===== src/sv/tpc_pkg.sv =====
package tpc_pkg;

  // default number of fraction bits of the fixed point datapath
  localparam int unsigned FracBitsDef = 16;

  // saturation ceiling of unsigned intermediates
  localparam logic [63:0] Cap = 64'h7FFF_FFFF_FFFF_FFFF;

  // item commands
  typedef enum logic [1:0] {
    CMD_PTAT  = 2'd0,
    CMD_COMP  = 2'd1,
    CMD_PIXEL = 2'd2
  } cmd_e;

  // configuration register indexes
  typedef enum logic [2:0] {
    REG_PTAT_REF   = 3'd0,
    REG_PTAT_LIN   = 3'd1,
    REG_PTAT_SQ    = 3'd2,
    REG_EMISSIVITY = 3'd3,
    REG_COMP_OFS   = 3'd4,
    REG_COMP_SLOPE = 3'd5,
    REG_GRADIENT   = 3'd6,
    REG_SLOPE_SHFT = 3'd7
  } reg_e;

  // status of a shared arithmetic unit
  typedef struct packed {
    logic busy;
    logic done;
  } unit_stat_t;

endpackage


===== src/sv/tpc_mul.sv =====
module tpc_mul import tpc_pkg::*; (
  input  logic         clk_i,
  input  logic         rst_ni,
  input  logic         start_i,
  input  logic [63:0]  a_i,
  input  logic [63:0]  b_i,
  output logic [127:0] prod_o,
  output unit_stat_t   stat_o
);

  logic [63:0]  a_q, b_q;
  logic [2:0]   step_q;
  logic         busy_q, done_q;
  logic [63:0]  pp_q, pp_d;
  logic [1:0]   sh_q, sh_d;
  logic [127:0] acc_q, acc_add;

  // one 32x32 partial product per cycle, halves picked by the step
  always_comb begin
    logic [31:0] opa, opb;
    opa  = step_q[1] ? a_q[63:32] : a_q[31:0];
    opb  = step_q[0] ? b_q[63:32] : b_q[31:0];
    pp_d = opa * opb;
    sh_d = {1'b0, step_q[1]} + {1'b0, step_q[0]};
  end

  // place the registered partial product at its weight
  always_comb begin
    case (sh_q)
      2'd0:    acc_add = {64'd0, pp_q};
      2'd1:    acc_add = {32'd0, pp_q, 32'd0};
      default: acc_add = {pp_q, 64'd0};
    endcase
  end

  always_ff @(posedge clk_i or negedge rst_ni) begin
    if (!rst_ni) begin
      busy_q <= 1'b0;
      done_q <= 1'b0;
      step_q <= '0;
    end else begin
      done_q <= 1'b0;
      if (start_i) begin
        busy_q <= 1'b1;
        step_q <= '0;
      end else if (busy_q) begin
        step_q <= step_q + 3'd1;
        if (step_q == 3'd4) begin
          busy_q <= 1'b0;
          done_q <= 1'b1;
        end
      end
    end
  end

  // payload, no reset
  always_ff @(posedge clk_i) begin
    if (start_i) begin
      a_q   <= a_i;
      b_q   <= b_i;
      acc_q <= '0;
    end else if (busy_q) begin
      pp_q <= pp_d;
      sh_q <= sh_d;
      if (step_q != 3'd0) begin
        acc_q <= acc_q + acc_add;
      end
    end
  end

  assign prod_o = acc_q;
  assign stat_o = '{busy: busy_q, done: done_q};

endmodule


===== config.mk =====
export PLATFORM = sky130hd
export DESIGN_NAME = tpc_mul
export DESIGN_NICKNAME = d
export VERILOG_FILES = /design/src/sv/tpc_pkg.sv /design/src/sv/tpc_mul.sv
export SDC_FILE = /design/constraint.sdc
export NUM_CORES = 2
export LEC_CHECK = 0
export BUFFER_PORTS_ARGS = -buffer_cell sky130_fd_sc_hd__clkbuf_2
export CORE_AREA = 2 2 313 315
export CTS_CLUSTER_DIAMETER = 50
export CTS_CLUSTER_SIZE = 10
export DETAILED_ROUTE_END_ITERATION = 6
export DIE_AREA = 0 0 315 317
export HOLD_SLACK_MARGIN = 0.03
export PLACE_DENSITY = 0.71
export SYNTH_ARGS = -nofsm -noshare
export SYNTH_HDL_FRONTEND = slang
export SYNTH_SLANG_ARGS = --single-unit

===== constraint.sdc =====
create_clock -name clk_i -period 10.1 [get_ports clk_i]
set_clock_uncertainty 0.1 [all_clocks]
set_input_delay 2.02 -clock clk_i [delete_from_list [all_inputs] [get_ports clk_i]]
set_output_delay 2.02 -clock clk_i [all_outputs]
set_load 0.02 [all_outputs]

# After elaboration in Yosys (flattened, before gate mapping)
# Cells that the tools add are included.
# word_totals
register_bits	327
input_bits	131
out_inout_bits	130
wordCells	31
# classes
n_reduce_logical	5
bitwise_logic	1
addsub	3
n_mul	1
muxes	11
eq_ne	2
# ops
cell	count
128-bit case mux with 2 select lines	1
128-bit adder	1
32-bit by 32-bit multiplier with 64-bit output	1
32-bit two-way mux	2
1-bit two-way mux	6
3-bit two-way mux	2
2-bit AND reduction	2
3-bit by 1-bit adder with 3-bit output (second input constant)	1
3-bit == test (second input constant)	1
3-bit nonzero test	1
1-bit by 1-bit adder with 2-bit output	1
2-bit by 1-bit == test with 1-bit output (second input constant)	1
2-bit zero test	1
2-bit nonzero test	1
1-bit NOT	1

# Logic depth before layout (Yosys ltp)
# logic_depth
ltp_word	4
mapped_depth	36
ltp_nobuf	31

# Worst setup path before layout
# Ideal clock, no wire load.
# synth_path
path_kind	reg-to-reg
startpoint	reg step_q[1]
endpoint	reg pp_q[62] (data pin)
slack_ns	1.189
n_path_buf	5
period_less_slack_ns	8.911
required_ns	9.740
setup_time_ns	0.260
path_stages_with_launch	32
arrival_ns	8.550
path_cell_list	dfrtp_1 clkbuf_1 clkbuf_1 buf_1 mux2i_1 clkbuf_1 nor2_1 fa_1 fa_1 inv_1 fa_1 fa_1 inv_1 fa_1 fa_1 fa_1 inv_1 fa_1 inv_1 ha_1 clkbuf_1 nand4_1 nor3_1 and3_1 nor3b_1 o31a_1 nor3_2 o41ai_1 a21oi_1 nor2_1 a311oi_2 xnor2_1
# synth_between
elab_chain_cells	2
# synth_rtl
item	line	source
start: declaration	tpc_mul.sv:12	logic [2:0] step_q;
start signal: assignment	tpc_mul.sv:47	step_q <= step_q + 3'd1;
32-bit two-way mux	tpc_mul.sv:21	opa = step_q[1] ? a_q[63:32] : a_q[31:0];
32-bit by 32-bit multiplier with 64-bit output	tpc_mul.sv:23	pp_d = opa * opb;
net pp_d[62]	tpc_mul.sv:14	logic [63:0] pp_q, pp_d;
end signal: assignment	tpc_mul.sv:63	pp_q <= pp_d;
end: declaration	tpc_mul.sv:14	
# The timed path passes the listed nets, and every way through them passes these cells.
# A chain may end at the register's enable or synchronous reset.

# Final worst setup path
# Ends and elaborated chain as after synthesis.

==> impl_metrics.py <==
metrics = {
    "worst_setup_path": {
        "critPathArrivalTime_ns": 9.93,
        "slowest_stage": "mux2i_1",
        "critPathLaunchType": "flop",
        "path_common_cell": "fa_1",
        "path_max_fanout": 34,
        "path_class": "reg -> reg",
        "slowest_delay_ns": 1.13,
        "required_ns": 10.42,
        "worstSetupEndpointType": "flop",
    },
    "final_layout": {
        "nFillCells": 8542,
        "syn_to_final_growth_pct": 8.72,
        "nets": 7516,
        "drive_above_1_share_pct": 9.88,
    },
    "clocking": {
        "cts_root_buffer": "clkbuf_16",
        "cts_tree": "done",
        "clkTransAtPathRegs_ns": 0.05,
        "clock_latency_ns": 0.68,
        "cts_setup_buffers": 0,
        "cts_resized": 0,
        "cts_made_buffers": 53,
        "htree_levels": 2,
        "hold_buffers": 0,
        "clock_sinks": 327,
        "clockBufferDepth": 3,
    },
    "global_route": {
        "gr-total-overflow": 0,
        "grt_pass1_vias": 44100,
        "grt_pass1_wl_mm": 273,
        "antenna_found_initial": 3,
        "track_usage_pct": 37.0,
        "grt_start_max_net_pins": 81,
    },
    "timing": {
        "setup_violations": 0,
        "slew_headroom_pct": 10.0,
        "finalWorstPathRequiredPeriod_ns": 9.61,
        "slew_violations": 0,
        "hold_violations": 0,
        "post-route-period-util_pct": 95.2,
        "fin_setup_tns_ns": 0,
        "setup_slack_ns": 0.488,
        "fmax_ghz": 0.104,
        "rsz0062_at_grt": "false",
        "worst_pin_slew_ns": 1.31,
    },
    "routing": {
        "wl_met1_mm": 72.0,
        "drc": 0,
        "via_per_inst": 5.91,
        "ant_nets": 0,
        "dr.pass1.iters": 6,
        "wl_per_cell_um": 24.8,
        "wl_met3_mm": 21.2,
        "met2_length_mm": 79.4,
        "first_iter_violations": 4419,
        "vias": 43800,
        "top_layer": "met5",
        "drt_wl_total_mm": 184,
    },
    "run": {
        "drv_cap": 0,
    },
    "logic_synthesis": {
        "ys_seq_elements": 327,
        "synth_top_family_by_area": "adder cells",
        "synthCells": 5970,
        "synthMuxAreaShare_pct": 3.29,
        "avgSynthCellArea_um2": 8.85,
        "synth_compound_area_share_pct": 10.6,
        "synth_fa_ha_area_share_pct": 43.3,
        "synthXorXnorAreaFrac_pct": 2.97,
        "synthSimpleGateAreaFrac_pct": 15.0,
        "synth_async_sr_flop_share_pct": 1.53,
        "ys.flop_type": "edfxtp_1",
        "syn_area_um2": 52800,
        "synthTopCellsByArea": "fa_1 (34%), edfxtp_1 (11%), ha_1 (9.3%)",
        "ys_top_cells_by_count": "inv_1 (937), fa_1 (897), nand2_1 (812)",
        "syn_nets": 7390,
        "synth_top_area_share_pct": 34.0,
        "synth-seq-area-share_pct": 16.1,
        "synth_cell_types": 95,
        "synth_edf_count": 194,
        "yosysTopAreaCell": "fa_1",
        "yosysMostFrequentCell": "inv_1",
        "yosys_warnings": 0,
    },
    "placement": {
        "gp_congestion": 1.02,
        "place_ws_ns": 0.548,
        "dp_hpwl_mm": 149,
        "port-buffer-count": 260,
    },
    "floorplan": {
        "num_rows": 114,
        "start_util_pct": 54.9,
        "dieArea_um2": 99900,
        "io_pins": 261,
        "die_h_um": 317,
        "die_w_um": 315,
        "design.core.area_um2": 96300,
    },
    "worst_hold_path": {
        "hold_path.class": "reg -> reg",
    },
    "run_status": {
        "outcome": "finished, final reports clean",
    },
}
worst paths after layout:
path	startpoint	endpoint	slack [ns]	cells after the start
setup / recovery	step_q[1]$_DFFE_PN0P_	pp_q[62]$_DFFE_PP_	0.49	26
hold / removal	prod_o[125]$_SDFFE_PP0P_	prod_o[125]$_SDFFE_PP0P_	0.36	2
setup reg to reg	step_q[1]$_DFFE_PN0P_	pp_q[62]$_DFFE_PP_	0.49	26
hold reg to reg	prod_o[125]$_SDFFE_PP0P_	prod_o[125]$_SDFFE_PP0P_	0.36	2
max in group asynchronous	rst_ni	step_q[1]$_DFFE_PN0P_	8.41	1
min in group asynchronous	rst_ni	done_q$_DFF_PN0_	1.16	1
placed cells by master (no fill, tap or decap), types with 58 or more instances in the layout:
master and instances:
nand2_1 812, nor2_1 753, inv_1 937, dfxtp_1 128, nand4_1 68, buf_4 104, a21oi_1 336, xnor2_1 112
o21ai_0 156, a21o_1 97, ha_1 392, mux2i_1 58, xor2_1 67, edfxtp_1 194, clkbuf_2 259, fa_1 897
and2_1 75
layer usage:
layer | up-vias | track usage [%]
met2 | 2425 | 56.1
met3 | 500 | 10.7
met1 | 21600 | 48.4
met5 | - | 0
met4 | 4 | 19.6
li1 | 19300 | -
per-stage QoR:
| step | util [%] | std cells | hold slack [ns] | instance area, um2 |
|---|---|---|---|---|
| detailed placement | 57.8 | 7317 | 0.360 | 55700 |
| finish | 59.7 | 7414 | 0.363 | 57500 |
| floorplan | - | 5970 | 0.429 | 52800 |
| global placement | 57.8 | 7317 | 0.356 | 55700 |
| global route | 59.7 | 7412 | 0.386 | 57400 |
| CTS | 59.7 | 7412 | 0.367 | 57400 |
worst max-delay path: cells and delay by family, from the launching register on:
family,cells,cell delay [ns]
compound gates,4,0.95
xor+xnor,1,0.15
fa+ha+maj,9,4.60
buf+inv,4,0.23
flops,1,0.81
mux,1,1.13
simple gates,7,1.34
final cells by class:
type,count,area (um2),share of cell area [%]
multi-input combinational,4411,39900,69.4
sequential,327,8520,14.8
inverter,937,3520,6.12
timing repair buffer,366,2130,3.71
tap,1276,1600,2.78
clock buffer,66,1430,2.48
clock inverter,29,368,0.640
antenna,2,5.00,0.00871
registers in the layout, summed over array words and instances (netlist names):
name	cells
prod_o	128
a_q	64
b_q	64
pp_q	64
step_q	3
sh_q	2
busy_q	1
done_q	1
logic make-up after synthesis:
logic type | after synthesis
simple gates | 1894
compound gates | 884
flops | 327
buf+inv | 1232
fa+ha+maj | 1289
mux | 165
xor+xnor | 179
Power is not shown: default switching activity piles up to over one toggle a cycle in this logic, so the estimate is an artifact.
