===== config.mk =====
export PLATFORM = sky130hd
export DESIGN_NAME = tpc_divsqrt
export DESIGN_NICKNAME = d
export VERILOG_FILES = /design/src/sv/tpc_pkg.sv /design/src/sv/tpc_divsqrt.sv
export SDC_FILE = /design/constraint.sdc
export NUM_CORES = 1
export LEC_CHECK = 0
export BUFFER_PORTS_ARGS = -buffer_cell sky130_fd_sc_hd__buf_2
export CAP_MARGIN = 30
export CORE_ASPECT_RATIO = 1.25
export CORE_MARGIN = 10
export CORE_UTILIZATION = 55
export DETAILED_ROUTE_END_ITERATION = 8
export PLACE_DENSITY_LB_ADDON = 0.3
export SYNTH_ARGS = -nofsm -noshare
export SYNTH_HDL_FRONTEND = slang
export SYNTH_SLANG_ARGS = --single-unit

===== constraint.sdc =====
create_clock -name clk_i -period 8 [get_ports clk_i]
set_input_delay 1.2 -clock clk_i [delete_from_list [all_inputs] [get_ports clk_i]]
set_output_delay 1.2 -clock clk_i [all_outputs]
set_load 0.05 [all_outputs]

===== src/sv/tpc_pkg.sv =====
package tpc_pkg;

  // default number of fraction bits of the fixed point datapath
  localparam int unsigned FracBitsDef = 16;

  // saturation ceiling of unsigned intermediates
  localparam logic [63:0] Cap = 64'h7FFF_FFFF_FFFF_FFFF;

  // item commands
  typedef enum logic [1:0] {
    CMD_PTAT  = 2'd0,
    CMD_COMP  = 2'd1,
    CMD_PIXEL = 2'd2
  } cmd_e;

  // configuration register indexes
  typedef enum logic [2:0] {
    REG_PTAT_REF   = 3'd0,
    REG_PTAT_LIN   = 3'd1,
    REG_PTAT_SQ    = 3'd2,
    REG_EMISSIVITY = 3'd3,
    REG_COMP_OFS   = 3'd4,
    REG_COMP_SLOPE = 3'd5,
    REG_GRADIENT   = 3'd6,
    REG_SLOPE_SHFT = 3'd7
  } reg_e;

  // status of a shared arithmetic unit
  typedef struct packed {
    logic busy;
    logic done;
  } unit_stat_t;

endpackage


===== src/sv/tpc_divsqrt.sv =====
module tpc_divsqrt import tpc_pkg::*; (
  input  logic        clk_i,
  input  logic        rst_ni,
  input  logic        start_i,
  input  logic        sqrt_i,
  input  logic [63:0] x_i,
  input  logic        pad_i,
  input  logic [6:0]  iters_i,
  input  logic [47:0] d_i,
  output logic [63:0] q_o,
  output logic        rem_nz_o,
  output unit_stat_t  stat_o
);

  logic [64:0] sr_q;
  logic [63:0] rem_q, root_q;
  logic [47:0] d_q;
  logic [6:0]  cnt_q;
  logic        sqrt_q, sat_q, busy_q, done_q;

  logic [63:0] cand, subtr, diff;
  logic        ge;

  // shared compare and subtract for both recurrences
  always_comb begin
    if (sqrt_q) begin
      cand  = {rem_q[61:0], sr_q[64], sr_q[63]};
      subtr = {root_q[61:0], 2'b01};
    end else begin
      cand  = {rem_q[62:0], sr_q[64]};
      subtr = {16'd0, d_q};
    end
    ge   = cand >= subtr;
    diff = cand - subtr;
  end

  always_ff @(posedge clk_i or negedge rst_ni) begin
    if (!rst_ni) begin
      busy_q <= 1'b0;
      done_q <= 1'b0;
      cnt_q  <= '0;
    end else begin
      done_q <= 1'b0;
      if (start_i) begin
        busy_q <= 1'b1;
        cnt_q  <= iters_i;
      end else if (busy_q) begin
        cnt_q <= cnt_q - 7'd1;
        if (cnt_q == 7'd1) begin
          busy_q <= 1'b0;
          done_q <= 1'b1;
        end
      end
    end
  end

  // one quotient bit or one root bit per cycle
  always_ff @(posedge clk_i) begin
    if (start_i) begin
      sr_q   <= pad_i ? {1'b0, x_i} : {x_i, 1'b0};
      rem_q  <= '0;
      root_q <= '0;
      sat_q  <= 1'b0;
      sqrt_q <= sqrt_i;
      d_q    <= d_i;
    end else if (busy_q) begin
      rem_q <= ge ? diff : cand;
      if (sqrt_q) begin
        sr_q   <= {sr_q[62:0], 2'b00};
        root_q <= {root_q[62:0], ge};
      end else begin
        sr_q <= {sr_q[63:0], 1'b0};
        if (!sat_q) begin
          if (root_q > (Cap >> 1)) begin
            sat_q <= 1'b1;
          end else begin
            root_q <= {root_q[62:0], ge};
          end
        end
      end
    end
  end

  assign q_o      = sat_q ? Cap : root_q;
  assign rem_nz_o = |rem_q;
  assign stat_o   = '{busy: busy_q, done: done_q};

endmodule


; After elaboration in Yosys (flattened, before gate mapping)
; Index checks and enable logic that the tools add are counted.
[op_classes]
add_sub_neg = 2
order_cmp = 2
eq_ne = 3
mux = 21
n_bitwise = 1
n_reduce_logical = 4
[ops]
columns = operator, count
row1 = 64-bit two-way mux, 7
row2 = 65-bit two-way mux, 4
row3 = 64-bit greater-or-equal comparator, 1
row4 = "64-bit by 62-bit greater-than comparator with 1-bit output, second input constant", 1
row5 = 64-bit OR reduction, 1
row6 = 64-bit subtractor, 1
row7 = 7-bit two-way mux, 2
row8 = 1-bit two-way mux, 8
row9 = "7-bit by 1-bit == test with 1-bit output, second input constant", 1
row10 = "7-bit by 1-bit subtractor with 7-bit output, second input constant", 1
row11 = "2-bit != test, second input constant", 2
row12 = 3-bit AND reduction, 1
row13 = 2-bit AND reduction, 1
row14 = 2-bit nonzero test, 1
row15 = 1-bit inverter, 1
[totals]
regBits = 252
in_bits = 124
output_inout_bits = 67
elab_cells = 42

; Longest topological paths before layout
[depth]
depth_word = 5
depth_mapped = 21
mapped_depth_nobuf = 15

; Worst setup path after synthesis
; Ideal clock, no wire load.
[synth_timing]
kind = register -> register
startpoint = register sqrt_q
endpoint = register rem_q[15]
setup_ns = 0.128
t_arrival_ns = 4.563
required_ns = 7.872
path_slack_ns = 3.309
stages_incl_launch_ff = 21
n_path_buf = 8
synth_period_minus_slack_ns = 4.691
cell_sequence = edfxtp_1 > clkbuf_1 > clkbuf_1 > buf_1 > clkbuf_1 > clkbuf_1 > mux2i_1 > ha_1 > a21o_1 > a221oi_2 > a21oi_4 > a21oi_4 > o21a_2 > o211ai_1 > a41oi_2 > buf_6 > buf_6 > buf_2 > o211ai_1 > o21ai_0 > nor2_1
[synth_between]
elab_chain_len = 3
word_cells_on_any_way = 5
classes_between = 1 x add/sub / 1 x order compare / 3 x mux
[synth_rtl]
columns = item, line_no
row1 = start: declaration, tpc_divsqrt.sv:19  ; logic sqrt_q, sat_q, busy_q, done_q;
row2 = start signal: assignment, tpc_divsqrt.sv:64  ; sqrt_q <= sqrt_i;
row3 = 64-bit two-way mux, tpc_divsqrt.sv:26  ; if (sqrt_q) begin
row4 = 64-bit subtractor or 64-bit greater-or-equal comparator (tied branches), "tpc_divsqrt.sv:34, tpc_divsqrt.sv:33"
row5 = 64-bit two-way mux *, tpc_divsqrt.sv:67  ; rem_q <= ge ? diff : cand;
row6 = end signal: assignment, tpc_divsqrt.sv:67
row7 = end: declaration, tpc_divsqrt.sv:16  ; logic [63:0] rem_q, root_q;
; Every way passes the cells marked *; elsewhere a longest branch is shown, timed or not.
; A chain may end at the register's enable or synchronous reset.

; Final worst setup path
[layout_timing]
startpoint = register sqrt_q
endpoint = register rem_q[43]
; Same word-level chain as after synthesis.

==> impl_results.md <==
- Full die area: about 38,000 um2
- Most frequent cells in the layout: nand2_1, a21oi_1, buf_2, dfxtp_1, mux2i_1
- Finish-stage setup viols: 0
- Sequential power share: 0.275
- DPL Wire Length: roughly 30,000 um
- Postcts setup bufs: 0
- Most common cell after layout, fill and taps aside: nand2_1
- DR vias/cell: between 5 and 6
- Post-Synth Simple-Gate Area: 0.172
- CTS Root Cell: clkbuf_16
- Global-route wire length before repair: a little under 70,000 um
- Clock Tree Buf Depth: 3
- Synthesized area: 16,600 um2
- Number of flops mapped to enable cells by yosys: around 110
- Post-cts sizing count: 0
- Power per Cell Area: 337 nW/um2
- Setup TNS: 0 ns
- Critical Path, Cell by Cell: buf_4 > buf_16 > mux2i_1 > ha_1 > inv_1 > fa_1 > a21o_1 > a221oi_2 > a21oi_4 > a21oi_4 > o21a_2 > o211ai_1 > a41oi_4 > buf_4 > mux2_2 > mux2i_1 > nor2_1
- GRT overflow: 0
- Number of synthesized register bits: approximately 250
- Arrival time at the worst endpoint: about 5.3 ns
- Area growth from synthesis to layout: 11.4%
- Critical Path Fanout Max: 91
- Maximum VDD drop: between 0.0002 and 0.00025 V
- CTS sink count: roughly 250
- Core Util, Final: 0.616
- XOR/XNOR Fraction of Synth Area: 0.0323
- Synth warn: 0
- CP Launch Type: flop
- First-pass iteration count of the detailed router: 5
- Nets@finish: roughly 2,200
- Cell-internal power: ~3.6 mW
- Final slew viol count: 0
- Min-Delay Path Class: reg2reg
- Initial antenna violation count: 0
- Crit. End Element: flop
- Post-synthesis adder-cell area fraction: 0.0511
- Final hold viol count: 0
- Peak Freq: 202 MHz
- GRT Total Usage: 0.213
- Mean Syn Cell Area: between 8 and 9 um2
- Die Wd: about 180 um
- Comb power frac: 0.535
- # DRC: 0
- Boundary Pins: around 190
- Multi-input logic area: between 9000 and 10,000 um2
- Number of global-route vias before repair: about 14,000
- Core Region: around 30,000 um2
- Diode count: 0
- Htree depth: 1
- Largest family of logic cells by synthesized area: compound AO/OA/AOI/OAI gates
- Minimum clock period: roughly 5 ns
- Routed WL: around 42,000 um
- Initial Utilization: 0.553
- CTS tree: built
- Sw Ratio: 0.420
- Multiplexer share of the synthesized area: 0.117
- Slew HR: 0.337
- Status: complete, no violations
- CP required: approximately 8.4 ns
- Row count: 71
- Post-synth ARST share: 0.0357
- Compound-Gate Fraction of Synth Area: 0.208
- Via count: approximately 14,000
- Clk_lat worst skew: roughly 0.54 ns
- P_leak: just under 8 nW
- Syn Nets: 2,072
- Routability-driven placement congestion ratio: roughly 0.9
- Remaining antenna violation count after routing: 0
- Clock buffer count from CTS: 27
- Clk pwr share: 0.190
- Slew @ Worst Pin: just under 1 ns
- Unrepaired setup endpoints after global routing: false
- Critical path's largest stage delay: about 0.75 ns
- CP max-delay cell: buf_4
- Routed WL per cell: ~18 um
- Die height: approximately 210 um
- Seq/Total Area, Yosys: 0.376
- Hold buffers post-CTS: 0
- Top_reg_cell synth: dfxtp_1
- Total of fill cells in the finished design: 2,632
- Share of layout cells above drive strength 1: 0.198
- DRT iter0 DRCs: roughly 1,100
- Largest net degree at the start of global routing: a little over 200
- Post-Syn Instances: roughly 1,900
- Max-cap violations: 0
- Worst-path clk slew: about 0.06 ns
- Switch Pwr: ~2.6 mW
- Final clock skew: roughly 0.021 ns
- Overall power after layout: between 6 and 7 mW
- IO Port Bufs: 190
- Count of cell types in the netlist: 73
- Final period util: 0.618
- Seq. cell area: 6240 um2
- Setup CP Type: reg2reg
==> Yosys cell counts (4+ instances only) <==
library cell  instances  area, um2
a211o_1               6       52.6
a211oi_1             86        646
a21o_1               43        323
a21oi_1             216       1080
a22oi_1               9       67.6
a31oi_1               7       43.8
and2_1                5       31.3
and3_1                6       37.5
and4_1                4       35.0
buf_1                14       52.6
buf_2                 9       45.0
buf_6                 5       56.3
clkbuf_1            113        424
dfrtp_1               9        225
dfxtp_1             129       2580
edfxtp_1            114       3420
ha_1                 66        826
inv_1                28        105
mux2_2               65        732
mux2i_1             119       1190
nand2_1             235        882
nand2b_1              6       37.5
nand3_1              13       65.1
nand4_1              30        188
nor2_1              115        432
nor2b_1              69        432
nor3_1               15       75.1
nor4_1               22        138
o211ai_1             29        218
o21a_1                7       52.6
o21ai_0              78        390
o21ai_1               6       30.0
o21bai_1             14        105
or2_2                66        413
xnor2_1              41        359
xor2_1               20        175
==> area by class of cell <==
type,instances,share of cell area
clock buffers,42,0.0424
clock inverters,7,0.00190
inverters,28,0.00570
multi-input cells,1457,0.523
flip-flops and latches,252,0.338
well taps,401,0.0272
repair buffers,204,0.0615
==> power by group through the flow <==
stage / Sequential [mW] / Combinational (mW) / Clock, mW
after floorplan: 1.67 / 2.67 / 0
after global placement: 1.72 / 3.20 / 0
after detailed placement: 1.73 / 3.27 / 0
after global routing: 1.73 / 3.67 / 1.26
final: 1.71 / 3.33 / 1.18
after CTS: 1.70 / 3.28 / 1.20
==> worst max-delay path: cells and delay by family, from the launching register on <==
kind,cells,cell delay [ns]
AOI/OAI and AO/OA,7,1.50
adders and majority gates,2,0.61
buffers and inverters,4,1.37
DFF,1,0.37
muxes,3,0.86
and+or+nand+nor,1,0.05
==> kinds of logic (layout without fill, tap and decap cells) <==
family                     after synthesis  count (layout)
AOI/OAI and AO/OA                      545             545
xor gates and xnor gates                61              61
adders and majority gates               67              67
buffers and inverters                  172             281
DFF                                    252             252
muxes                                  186             186
and+or+nand+nor                        598             598
==> metal layers <==
| metal | vias up | wire length [um] | GRT usage |
|---|---|---|---|
| li1 | 7014 | - | - |
| met3 | 78 | 2280 | 0.0303 |
| met2 | 425 | 20300 | 0.361 |
| met1 | 6637 | 18500 | 0.276 |
| met4 | 0 | 1050 | 0.0631 |
| met5 | - | 0 | 0 |
==> path summary, 6_finish.rpt <==
| path | slack [ns] | startpoint | to | cells past startpoint |
|---|---|---|---|---|
| setup / recovery | 3.06 | sqrt_q | rem_q[43] | 17 |
| hold / removal | 0.48 | root_q[47] | root_q[48] | 2 |
| setup reg to reg | 3.06 | sqrt_q | rem_q[43] | 17 |
| hold reg to reg | 0.48 | root_q[47] | root_q[48] | 2 |
| max in group asynchronous | 7.28 | rst_ni | busy_q | 1 |
| min in group asynchronous | 0.50 | rst_ni | cnt_q[2] | 1 |
==> flip-flops by register name, summed over array words and instances, names as in the netlist, 7 cells and up <==
| register | cells |
|---|---|
| cnt_q | 7 |
| d_q | 48 |
| rem_q | 64 |
| root_q | 64 |
| sr_q | 65 |
==> per-stage QoR <==
step | cells | hold WS (ns) | setup WS, ns | cell area (um2)
after detailed placement | 2339 | 0.472 | 2.72 | 17600
after CTS | 2388 | 0.481 | 2.73 | 18400
final | 2391 | 0.480 | 3.06 | 18400
after global routing | 2391 | 0.503 | 2.66 | 18400
after global placement | 2339 | 0.464 | 2.91 | 17600
after floorplan | 1881 | 0.436 | 3.31 | 16600
Note: power is estimated with default switching activity, not from simulation.
